--- src/design/pres24_pkg.sv ---
// ----------------------------------------------------------------------------
// pres24_pkg: shared types and round helpers for the PRESENT-24 decryptor
// Holds the block width, the subkey count, the inverse S-box and permutation
// tables, and the control bundle that steers the subkey cells.
// ----------------------------------------------------------------------------
`timescale 1ns / 1ps

package pres24_pkg;

  localparam int unsigned NUM_SUBKEYS = 11;
  localparam int unsigned BlockW      = 24;
  localparam int unsigned NibbleN     = BlockW / 4;
  localparam int unsigned CntW        = $clog2(NUM_SUBKEYS);

  typedef logic [BlockW-1:0] block_t;

  typedef logic [3:0] inv_sbox_t [16];
  localparam inv_sbox_t INV_SBOX = '{
    4'd5, 4'd14, 4'd15, 4'd8, 4'd12, 4'd1, 4'd2, 4'd13,
    4'd11, 4'd4, 4'd6, 4'd3, 4'd0, 4'd7, 4'd9, 4'd10
  };

  typedef logic [4:0] inv_perm_t [BlockW];
  localparam inv_perm_t INV_PERM = '{
    5'd0, 5'd4, 5'd8, 5'd12, 5'd16, 5'd20, 5'd1, 5'd5, 5'd9, 5'd13, 5'd17, 5'd21,
    5'd2, 5'd6, 5'd10, 5'd14, 5'd18, 5'd22, 5'd3, 5'd7, 5'd11, 5'd15, 5'd19, 5'd23
  };

  // Steering for one subkey cell: rotate the ring or take a new subkey.
  typedef struct packed {
    logic shift;
    logic wr;
  } key_ctrl_t;

  function automatic block_t permute_back(block_t x);
    block_t y;
    y = '0;
    for (int b = 0; b < BlockW; b++) begin
      y[INV_PERM[b]] = x[b];
    end
    return y;
  endfunction

  function automatic block_t unsubstitute(block_t x);
    block_t y;
    y = '0;
    for (int n = 0; n < NibbleN; n++) begin
      y[4*n +: 4] = INV_SBOX[x[4*n +: 4]];
    end
    return y;
  endfunction

endpackage

--- src/design/pres24_key_cell.sv ---
// ----------------------------------------------------------------------------
// pres24_key_cell: one subkey slot of the rotating key ring
// Holds one 24-bit subkey. A load writes it directly; during a decrypt the
// cell takes the subkey of its lower neighbor (cell 0 that of the top cell) each cycle that shift is set.
// ----------------------------------------------------------------------------
`timescale 1ns / 1ps

module pres24_key_cell (
  input  logic                clk_i,
  input  pres24_pkg::key_ctrl_t ctrl_i,
  input  pres24_pkg::block_t  wr_data_i,
  input  pres24_pkg::block_t  prev_i,
  output pres24_pkg::block_t  key_o
);

  pres24_pkg::block_t key_q;

  always_ff @(posedge clk_i) begin
    priority if (ctrl_i.wr) begin
      key_q <= wr_data_i;
    end else if (ctrl_i.shift) begin
      key_q <= prev_i;
    end else begin
      key_q <= key_q;
    end
  end

  assign key_o = key_q;

endmodule

--- src/design/pres24_round.sv ---
// ----------------------------------------------------------------------------
// pres24_round: one inverse PRESENT-24 round
// Inverse bit permutation, inverse S-box on all six nibbles, then the XOR
// with the round subkey.
// ----------------------------------------------------------------------------
`timescale 1ns / 1ps

module pres24_round (
  input  pres24_pkg::block_t state_i,
  input  pres24_pkg::block_t key_i,
  output pres24_pkg::block_t state_o
);

  assign state_o = pres24_pkg::unsubstitute(pres24_pkg::permute_back(state_i)) ^ key_i;

endmodule

--- src/design/present24_block_decrypt_unit.sv ---
// ----------------------------------------------------------------------------
// present24_block_decrypt_unit: PRESENT-24 block decryption with subkey ring
// A decrypt beat shows its plaintext once all of its rounds are done, and a new
// decrypt is taken only after the previous one has left the round unit: the
// single round unit fed by the rotating subkey ring works on one block at a time.
// A stalled plaintext holds the final round. A load writes its subkey cell directly.
// Reset clears control state only; subkeys are undefined until loaded.
// ----------------------------------------------------------------------------
`timescale 1ns / 1ps

module present24_block_decrypt_unit (
  input  logic                      clk_i,
  input  logic                      rst_ni,
  input  logic                      in_valid_i,
  output logic                      in_stall_o,
  input  logic                      in_func_i,
  input  logic [3:0]                in_key_index_i,
  input  logic [pres24_pkg::BlockW-1:0] in_data_word_i,
  output logic                      out_valid_o,
  input  logic                      out_stall_i,
  output logic [pres24_pkg::BlockW-1:0] out_plaintext_o
);

  localparam int unsigned HeadIdx = pres24_pkg::NUM_SUBKEYS - 1;

  logic                          busy_q, busy_d;
  logic [pres24_pkg::CntW-1:0]   cnt_q, cnt_d;
  logic                          out_valid_q, out_valid_d;
  pres24_pkg::block_t            st_q, st_d;
  pres24_pkg::block_t            out_q, out_d;
  pres24_pkg::block_t            round_out;
  pres24_pkg::block_t            keys [pres24_pkg::NUM_SUBKEYS];

  logic accept, start, last, advance;

  assign accept  = in_valid_i && !busy_q;
  assign start   = accept && in_func_i;
  assign last    = (cnt_q == '0);
  // The final round waits while the previous plaintext is still stalled.
  assign advance = busy_q && !(last && out_valid_q && out_stall_i);

  // Subkey ring: the head cell always holds the subkey for the current step.
  for (genvar k = 0; k < pres24_pkg::NUM_SUBKEYS; k++) begin : g_cell
    pres24_pkg::key_ctrl_t ctrl;
    pres24_pkg::block_t    prev;

    assign ctrl.shift = start || advance;
    assign ctrl.wr    = accept && !in_func_i && (32'(in_key_index_i) == k);
    if (k == 0) begin : g_wrap
      assign prev = keys[HeadIdx];
    end else begin : g_link
      assign prev = keys[k-1];
    end

    pres24_key_cell u_cell (
      .clk_i     (clk_i),
      .ctrl_i    (ctrl),
      .wr_data_i (in_data_word_i),
      .prev_i    (prev),
      .key_o     (keys[k])
    );
  end

  pres24_round u_round (
    .state_i (st_q),
    .key_i   (keys[HeadIdx]),
    .state_o (round_out)
  );

  always_comb begin
    busy_d      = busy_q;
    cnt_d       = cnt_q;
    st_d        = st_q;
    out_valid_d = out_valid_q;
    out_d       = out_q;

    if (out_valid_q && !out_stall_i) begin
      out_valid_d = 1'b0;
    end

    if (start) begin
      busy_d = 1'b1;
      cnt_d  = pres24_pkg::CntW'(pres24_pkg::NUM_SUBKEYS - 2);
      st_d   = in_data_word_i ^ keys[HeadIdx];
    end else if (advance) begin
      st_d = round_out;
      if (last) begin
        busy_d      = 1'b0;
        out_valid_d = 1'b1;
        out_d       = round_out;
      end else begin
        cnt_d = cnt_q - 1'b1;
      end
    end
  end

  always_ff @(posedge clk_i or negedge rst_ni) begin
    if (!rst_ni) begin
      busy_q      <= 1'b0;
      cnt_q       <= '0;
      out_valid_q <= 1'b0;
    end else begin
      busy_q      <= busy_d;
      cnt_q       <= cnt_d;
      out_valid_q <= out_valid_d;
    end
  end

  always_ff @(posedge clk_i) begin
    st_q  <= st_d;
    out_q <= out_d;
  end

  assign in_stall_o      = busy_q;
  assign out_valid_o     = out_valid_q;
  assign out_plaintext_o = out_q;

endmodule
--- config.mk ---
export PLATFORM = sky130hd
export DESIGN_NAME = present24_block_decrypt_unit
export DESIGN_NICKNAME = d
export VERILOG_FILES = /design/src/design/pres24_pkg.sv /design/src/design/pres24_key_cell.sv /design/src/design/pres24_round.sv /design/src/design/present24_block_decrypt_unit.sv
export SDC_FILE = /design/constraint.sdc
export NUM_CORES = 1
export LEC_CHECK = 0
export BUFFER_PORTS_ARGS = -buffer_cell sky130_fd_sc_hd__buf_2
export CORE_MARGIN = 5
export CORE_UTILIZATION = 45
export CTS_CLUSTER_DIAMETER = 40
export DETAILED_ROUTE_END_ITERATION = 16
export PLACE_DENSITY = 0.69
export SETUP_SLACK_MARGIN = 0.5
export SKIP_LAST_GASP = 1
export SLEW_MARGIN = 10
export SYNTH_ARGS = -nofsm -noshare
export SYNTH_HDL_FRONTEND = slang
export SYNTH_SLANG_ARGS = --single-unit
--- constraint.sdc ---
create_clock -name clk_i -period 5.1 [get_ports clk_i]
set_input_delay 0.255 -clock clk_i [delete_from_list [all_inputs] [get_ports clk_i]]
set_output_delay 0.255 -clock clk_i [all_outputs]
set_load 0.02 [all_outputs]
Word-level counts from Yosys, hierarchy flattened
Memories as Yosys holds them, arrays and structs flattened.
Index checks and enable logic that the tools add are counted.
{ "op_classes": {"bitwise": 9, "n_addsub": 1, "n_reduce_logical": 41, "n_eq_ne": 11, "magnitude_cmp": 6, "muxes": 46} }
{ "ops": {"columns": ["op", "n"], "rows": [
  ["24-bit 2-to-1 mux", 24],
  ["4-bit 2-to-1 mux", 15],
  ["24-bit XOR", 2],
  ["5-bit >= comparator, second input constant", 6],
  ["4-bit NOT with 5-bit output", 6],
  ["2-bit nonzero test", 13],
  ["1-bit logical AND", 18],
  ["4-bit by 3-bit equality test with 1-bit output, second input constant", 4],
  ["4-bit equality test, second input constant", 3],
  ["4-bit by 2-bit equality test with 1-bit output, second input constant", 2],
  ["4-bit logical NOT", 2],
  ["1-bit 2-to-1 mux", 7],
  ["4-bit by 1-bit equality test with 1-bit output, second input constant", 1],
  ["1-bit logical NOT", 4],
  ["2-bit AND reduction", 2],
  ["4-bit by 1-bit subtractor with 4-bit output, second input constant", 1],
  ["3-bit AND reduction", 1],
  ["2-bit inequality test, second input constant", 1],
  ["1-bit logical OR", 1],
  ["1-bit NOT", 1]
]} }
{ "totals": {"register_bits": 318, "input_bits": 33, "mem_count": 6, "rom_bits": 384, "out_inout_bits": 26} }
{ "mem_list": {"columns": ["memory", "words", "word_bits", "rd", "rd_clocked_by_memory_dff", "wr", "line_no", "rtl"], "rows": [
  ["(name not given)", 16, 4, 1, 0, 0, "pres24_pkg.sv:48", "y[4*n +: 4] = INV_SBOX[x[4*n +: 4]];"],
  ["(name not given)", 16, 4, 1, 0, 0, "pres24_pkg.sv:48", null],
  ["(name not given)", 16, 4, 1, 0, 0, "pres24_pkg.sv:48", null],
  ["(name not given)", 16, 4, 1, 0, 0, "pres24_pkg.sv:48", null],
  ["(name not given)", 16, 4, 1, 0, 0, "pres24_pkg.sv:48", null],
  ["(name not given)", 16, 4, 1, 0, 0, "pres24_pkg.sv:48", null]
]} }

Logic depth before layout (Yosys ltp)
{ "depth": {"depth_word": 8, "ltp_mapped": 7, "depth_no_buf": 6} }

Modules after synthesis
Synthesis repeated with hierarchy kept, for this count alone.
{ "hier_totals": {"hier_cells": 920, "area_unflattened_um2": 16126.7} }
{ "by_module_without_submodules": {"columns": ["module", "cells_per_inst", "seq_area_each_um2", "n_inst", "area_each_um2"], "rows": [
  ["pres24_key_cell", 52, 720.7, 11, 1119.8],
  ["present24_block_decrypt_unit", 184, 1591.5, 1, 2399.8],
  ["pres24_round", 164, 0.0, 1, 1408.9]
]} }

Worst setup path after synthesis
Ideal clock, no wire load.
{ "synth_path": {"kind": "reg-to-reg", "from": "register busy_q, in the netlist in_stall_o", "to": "register g_cell[0].u_cell.key_q[0], enable pin", "period_less_slack_ps": 2538, "slack_ps": 2562, "arrival_ps": 2153, "t_required_ps": 4716, "path_stages_with_launch": 7, "n_path_buf": 2, "cell_sequence": "dfrtp_1 > buf_6 > nand3b_1 > and3_1 > a31o_2 > clkbuf_1 > nand2b_1"} }
{ "synth_between": {"elab_chain_cells": 5, "word_cells_on_any_way": 8, "classes_between": "reduce/logical (8)"} }
{ "synth_rtl": {"columns": ["element", "line_no", "rtl"], "rows": [
  ["start: declaration", "present24_block_decrypt_unit.sv:26", "logic busy_q, busy_d;"],
  ["start signal: assignment", "present24_block_decrypt_unit.sv:103", "busy_q <= busy_d;"],
  ["1-bit logical NOT", "present24_block_decrypt_unit.sv:36", "assign accept = in_valid_i && !busy_q;"],
  ["1-bit logical AND", "present24_block_decrypt_unit.sv:36", null],
  ["1-bit logical AND, on equally long branches", "present24_block_decrypt_unit.sv:48, present24_block_decrypt_unit.sv:37", null],
  ["1-bit logical AND / 1-bit logical OR (equally long branches)", "present24_block_decrypt_unit.sv:48, present24_block_decrypt_unit.sv:47", null],
  ["2-bit nonzero test (no line) *", null, null],
  ["end signal: assignment", "pres24_key_cell.sv:20", "key_q <= wr_data_i;"],
  ["end signal: assignment", "pres24_key_cell.sv:22", "key_q <= prev_i;"],
  ["end signal: assignment", "pres24_key_cell.sv:24", "key_q <= key_q;"],
  ["end: declaration", "pres24_key_cell.sv:16", "pres24_pkg::block_t key_q;"]
]} }
Every way passes the cells marked *; elsewhere a longest branch is shown, timed or not.
A chain may end at the register's enable or synchronous reset.

Worst setup path after layout
{ "layout_path": {"from": "register busy_q, in the netlist in_stall_o", "to": "register g_cell[3].u_cell.key_q[22], enable pin"} }
{ "layout_between": {"elab_chain_cells": 5, "word_cells_on_any_way": 8, "classes_between": "reduce/logical (8)"} }
{ "layout_rtl": {"columns": ["element", "line_no"], "rows": [
  ["1-bit logical NOT", "present24_block_decrypt_unit.sv:36"],
  ["1-bit logical AND", "present24_block_decrypt_unit.sv:36"],
  ["1-bit logical AND, on equally long branches", "present24_block_decrypt_unit.sv:37, present24_block_decrypt_unit.sv:48"],
  ["1-bit logical OR / 1-bit logical AND (equally long branches)", "present24_block_decrypt_unit.sv:47, present24_block_decrypt_unit.sv:48"],
  ["2-bit nonzero test (no line) *", null],
  ["end signal: assignment", "pres24_key_cell.sv:20"],
  ["end signal: assignment", "pres24_key_cell.sv:22"],
  ["end signal: assignment", "pres24_key_cell.sv:24"],
  ["end: declaration", "pres24_key_cell.sv:16"]
]} }
Marks and branches as above.

==> run_results.csv <==
group,metric,value,unit
power,power_leakage,6.343,nW
cells_and_area,utilization,51.31,%
sta,worstMarginPinSlew,1.129,ns
floorplanning,die_width,193.0,um
floorplanning,fp.coreArea,0.03328,mm2
route,first_pass_iters,5,
cells_and_area,num_antenna_cells,0,
global_route,grt.total_usage,18.56,%
sta,period_share,67.41,%
floorplanning,num_rows,67,
placement,gp_congestion,0.7803,
setup_path,cp_data_required_time,5.24,ns
setup_path,crit_fanout,25,
setup_path,crit_path_start_kind,"flip-flop",
cts,ctsHtreeMaxLevel,2,
floorplanning,die_y,193.0,um
logic_synthesis,synth_area_leaders,"edfxtp_1 62%, mux2_2 18%, ha_1 3.2%",
logic_synthesis,ys_ff_latch,318,
sta,rsz0062_at_grt,"no",
floorplanning,start_util,45.30,%
global_route,grt_pass1_vias,7763,
logic_synthesis,synth.avg_cell_area,16.35,um2
cts,cts_buffers,43,
route,wirelength,34290,um
sta,hold_viol,0,
sta,setup-violations-final,0,
cts,cts_hold_buf,2,
placement,placed_area,0.01559,mm2
worst_hold_path,hp-class,"input port to asynchronous set/reset pin",
sta,fmax,290.9,MHz
sta,slew_viol_final,0,
cts,clock_latency,0.53,ns
logic_synthesis,syn_area,0.01508,mm2
floorplanning,dieArea,0.03726,mm2
global_route,grt_max_degree,45,
logic_synthesis,ys_seq_area_share,63.14,%
logic_synthesis,yosys.area.top_type,"edfxtp_1",
global_route,grt_pass1_wl,50960,um
global_route,antenna_found_initial,0,
setup_path,cp.arrival,3.57,ns
global_route,grt_overflow,0,
logic_synthesis,synth-async-reset-ratio,1.887,%
sta,finalCriticalPeriod,3.438,ns
logic_synthesis,synth_top_area_share,62.15,%
sta,whs,0.1232,ns
placement,hpwlAfterDp,21410,um
cts,clock-sinks,318,
cells_and_area,syn_to_final_growth,13.27,%
cts,cts.path.max_buffers,3,
sta,skew,0.01190,ns
cts,post_cts_buffers,0,
setup_path,end_kind,"flip-flop",
setup_path,reg2regPathDepth,4,
logic_synthesis,yosysMostFrequentCell,"edfxtp_1",
power,total_power,12.19,mW
placement,numPortBuffers,58,
route,via_count,7805,
route,ant_nets,0,
logic_synthesis,yosysUniqueCellTypes,47,
setup_path,critPathKind,"flip-flop to flip-flop",
cts,cts_tree,"built",
cts,clkSlewWorstSetupHoldPaths,0.05,ns
job,drv_cap,0,
route,drt_iter0_drc,528,
logic_synthesis,synth_edf_count,312,
run_status,run_status,"completed",
route,wire_per_inst,23.73,um
cells_and_area,drive_gt1_share,40.02,%
cts,root_buffer,"clkbuf_16",
route,vias_per_cell,5.401,
logic_synthesis,yosysWarnings,0,
power,vdd_drop_max,0.2796,mV
logic_synthesis,netlist_top_cells_count,"312 x edfxtp_1, 246 x mux2_2, 38 x ha_1",
floorplanning,ios,59,
logic_synthesis,syn_nets,993,
sta,fin_setup_tns,0,ns
route,drc_errors,0,
cells_and_area,fin_nets,1036,
logic_synthesis,synth-main-ff-cell,"edfxtp_1",
cells_and_area,final_cell_area,0.01708,mm2
logic_synthesis,syn_inst,922,
power,p_per_area,713.8,mW/mm2
sta,relSlewSlack,24.71,%
cts,cts.repair.resized,0,
## registers in the layout, summed over array words and instances (netlist names)
signal / cells
g_cell.u_cell.key_o: 264
in_stall_o: 1
out_plaintext_o: 24
cnt_q: 4
st_q: 24
out_valid_o: 1
## metal layers
layer	GRT usage (%)	part of all wire [%]	up-vias	wire length [um]
met5	0	0	-	0
met4	6.999	3.7	0	1271
met3	3.259	5.6	67	1904
met2	28.73	45	282	15450
met1	26.46	46	3910	15660
li1	-	-	3546	-
## metrics by stage
step | worst slack (ns) | cells
floorplan | 2.562 | 922
global placement | 1.703 | 1366
detailed placement | 1.643 | 1366
CTS | 1.593 | 1445
global route | 1.459 | 1445
finish | 1.662 | 1445
## cells by family (layout without fill, tap and decap cells)
group           Yosys count  in the layout  synth area share (%)
mux                     293            293                 22.65
buf+inv                  96            171                 3.087
xor+xnor                 53             53                 3.079
simple gates             86             86                 3.220
flops                   318            318                 63.14
compound gates           38             38                 1.668
fa+ha+maj                38             38                 3.154
## worst paths after layout
check / startpoint / to / slack (ns)
worst max-delay path: in_stall_o$_DFFE_PN0P_ / g_cell[3].u_cell.key_o[22]$_DFFE_PP_ / 1.66
worst min-delay path: rst_ni / out_valid_o$_DFF_PN0_ / 0.12
worst max register to register: in_stall_o$_DFFE_PN0P_ / g_cell[3].u_cell.key_o[22]$_DFFE_PP_ / 1.66
worst min register to register: cnt_q[0]$_DFFE_PN0P_ / cnt_q[0]$_DFFE_PN0P_ / 0.51
max in group asynchronous: rst_ni / cnt_q[3]$_DFFE_PN0P_ / 4.83
min in group clk_i: in_valid_i / in_stall_o$_DFFE_PN0P_ / 0.16
## placed cells by master, fill, tap and decap left out, drive strengths merged, types with 3 or more instances in the layout
cell type    n
a211o        3
a21oi        9
a31oi        7
and2         5
and3         3
buf         59
bufinv       4
clkbuf      46
clkinv      16
clkinvlp     4
dfrtp        6
edfxtp     312
ha          38
inv         40
mux2       269
mux2i       13
mux4        11
nand2       33
nand2b      11
nor2        20
nor2b        4
o211ai       4
o21ai        6
xnor2       34
xor2        19
## power by group
part	switching (mW)	internal (mW)	total (mW)
Sequential	0.788	4.98	5.77
Clock	1.17	1.84	3.01
Combinational	1.75	1.67	3.42
## critical path, stage by stage (launching register included)
cell	delay (ns)
dfrtp_1	0.47
nor4b_2	0.44
and2b_1	0.26
and3_1	0.90
nand2b_1	0.96
## cell type report
type / count / area [um2]
fillers: 2693 / 16200
clock inverters: 31 / 334.1
flip-flops and latches: 318 / 9519
multi-input cells: 508 / 5091
inverters: 33 / 123.9
clock buffers: 46 / 1130
well taps: 448 / 560.5
repair buffers: 61 / 317.8
Note: power is estimated with default switching activity, not from simulation.
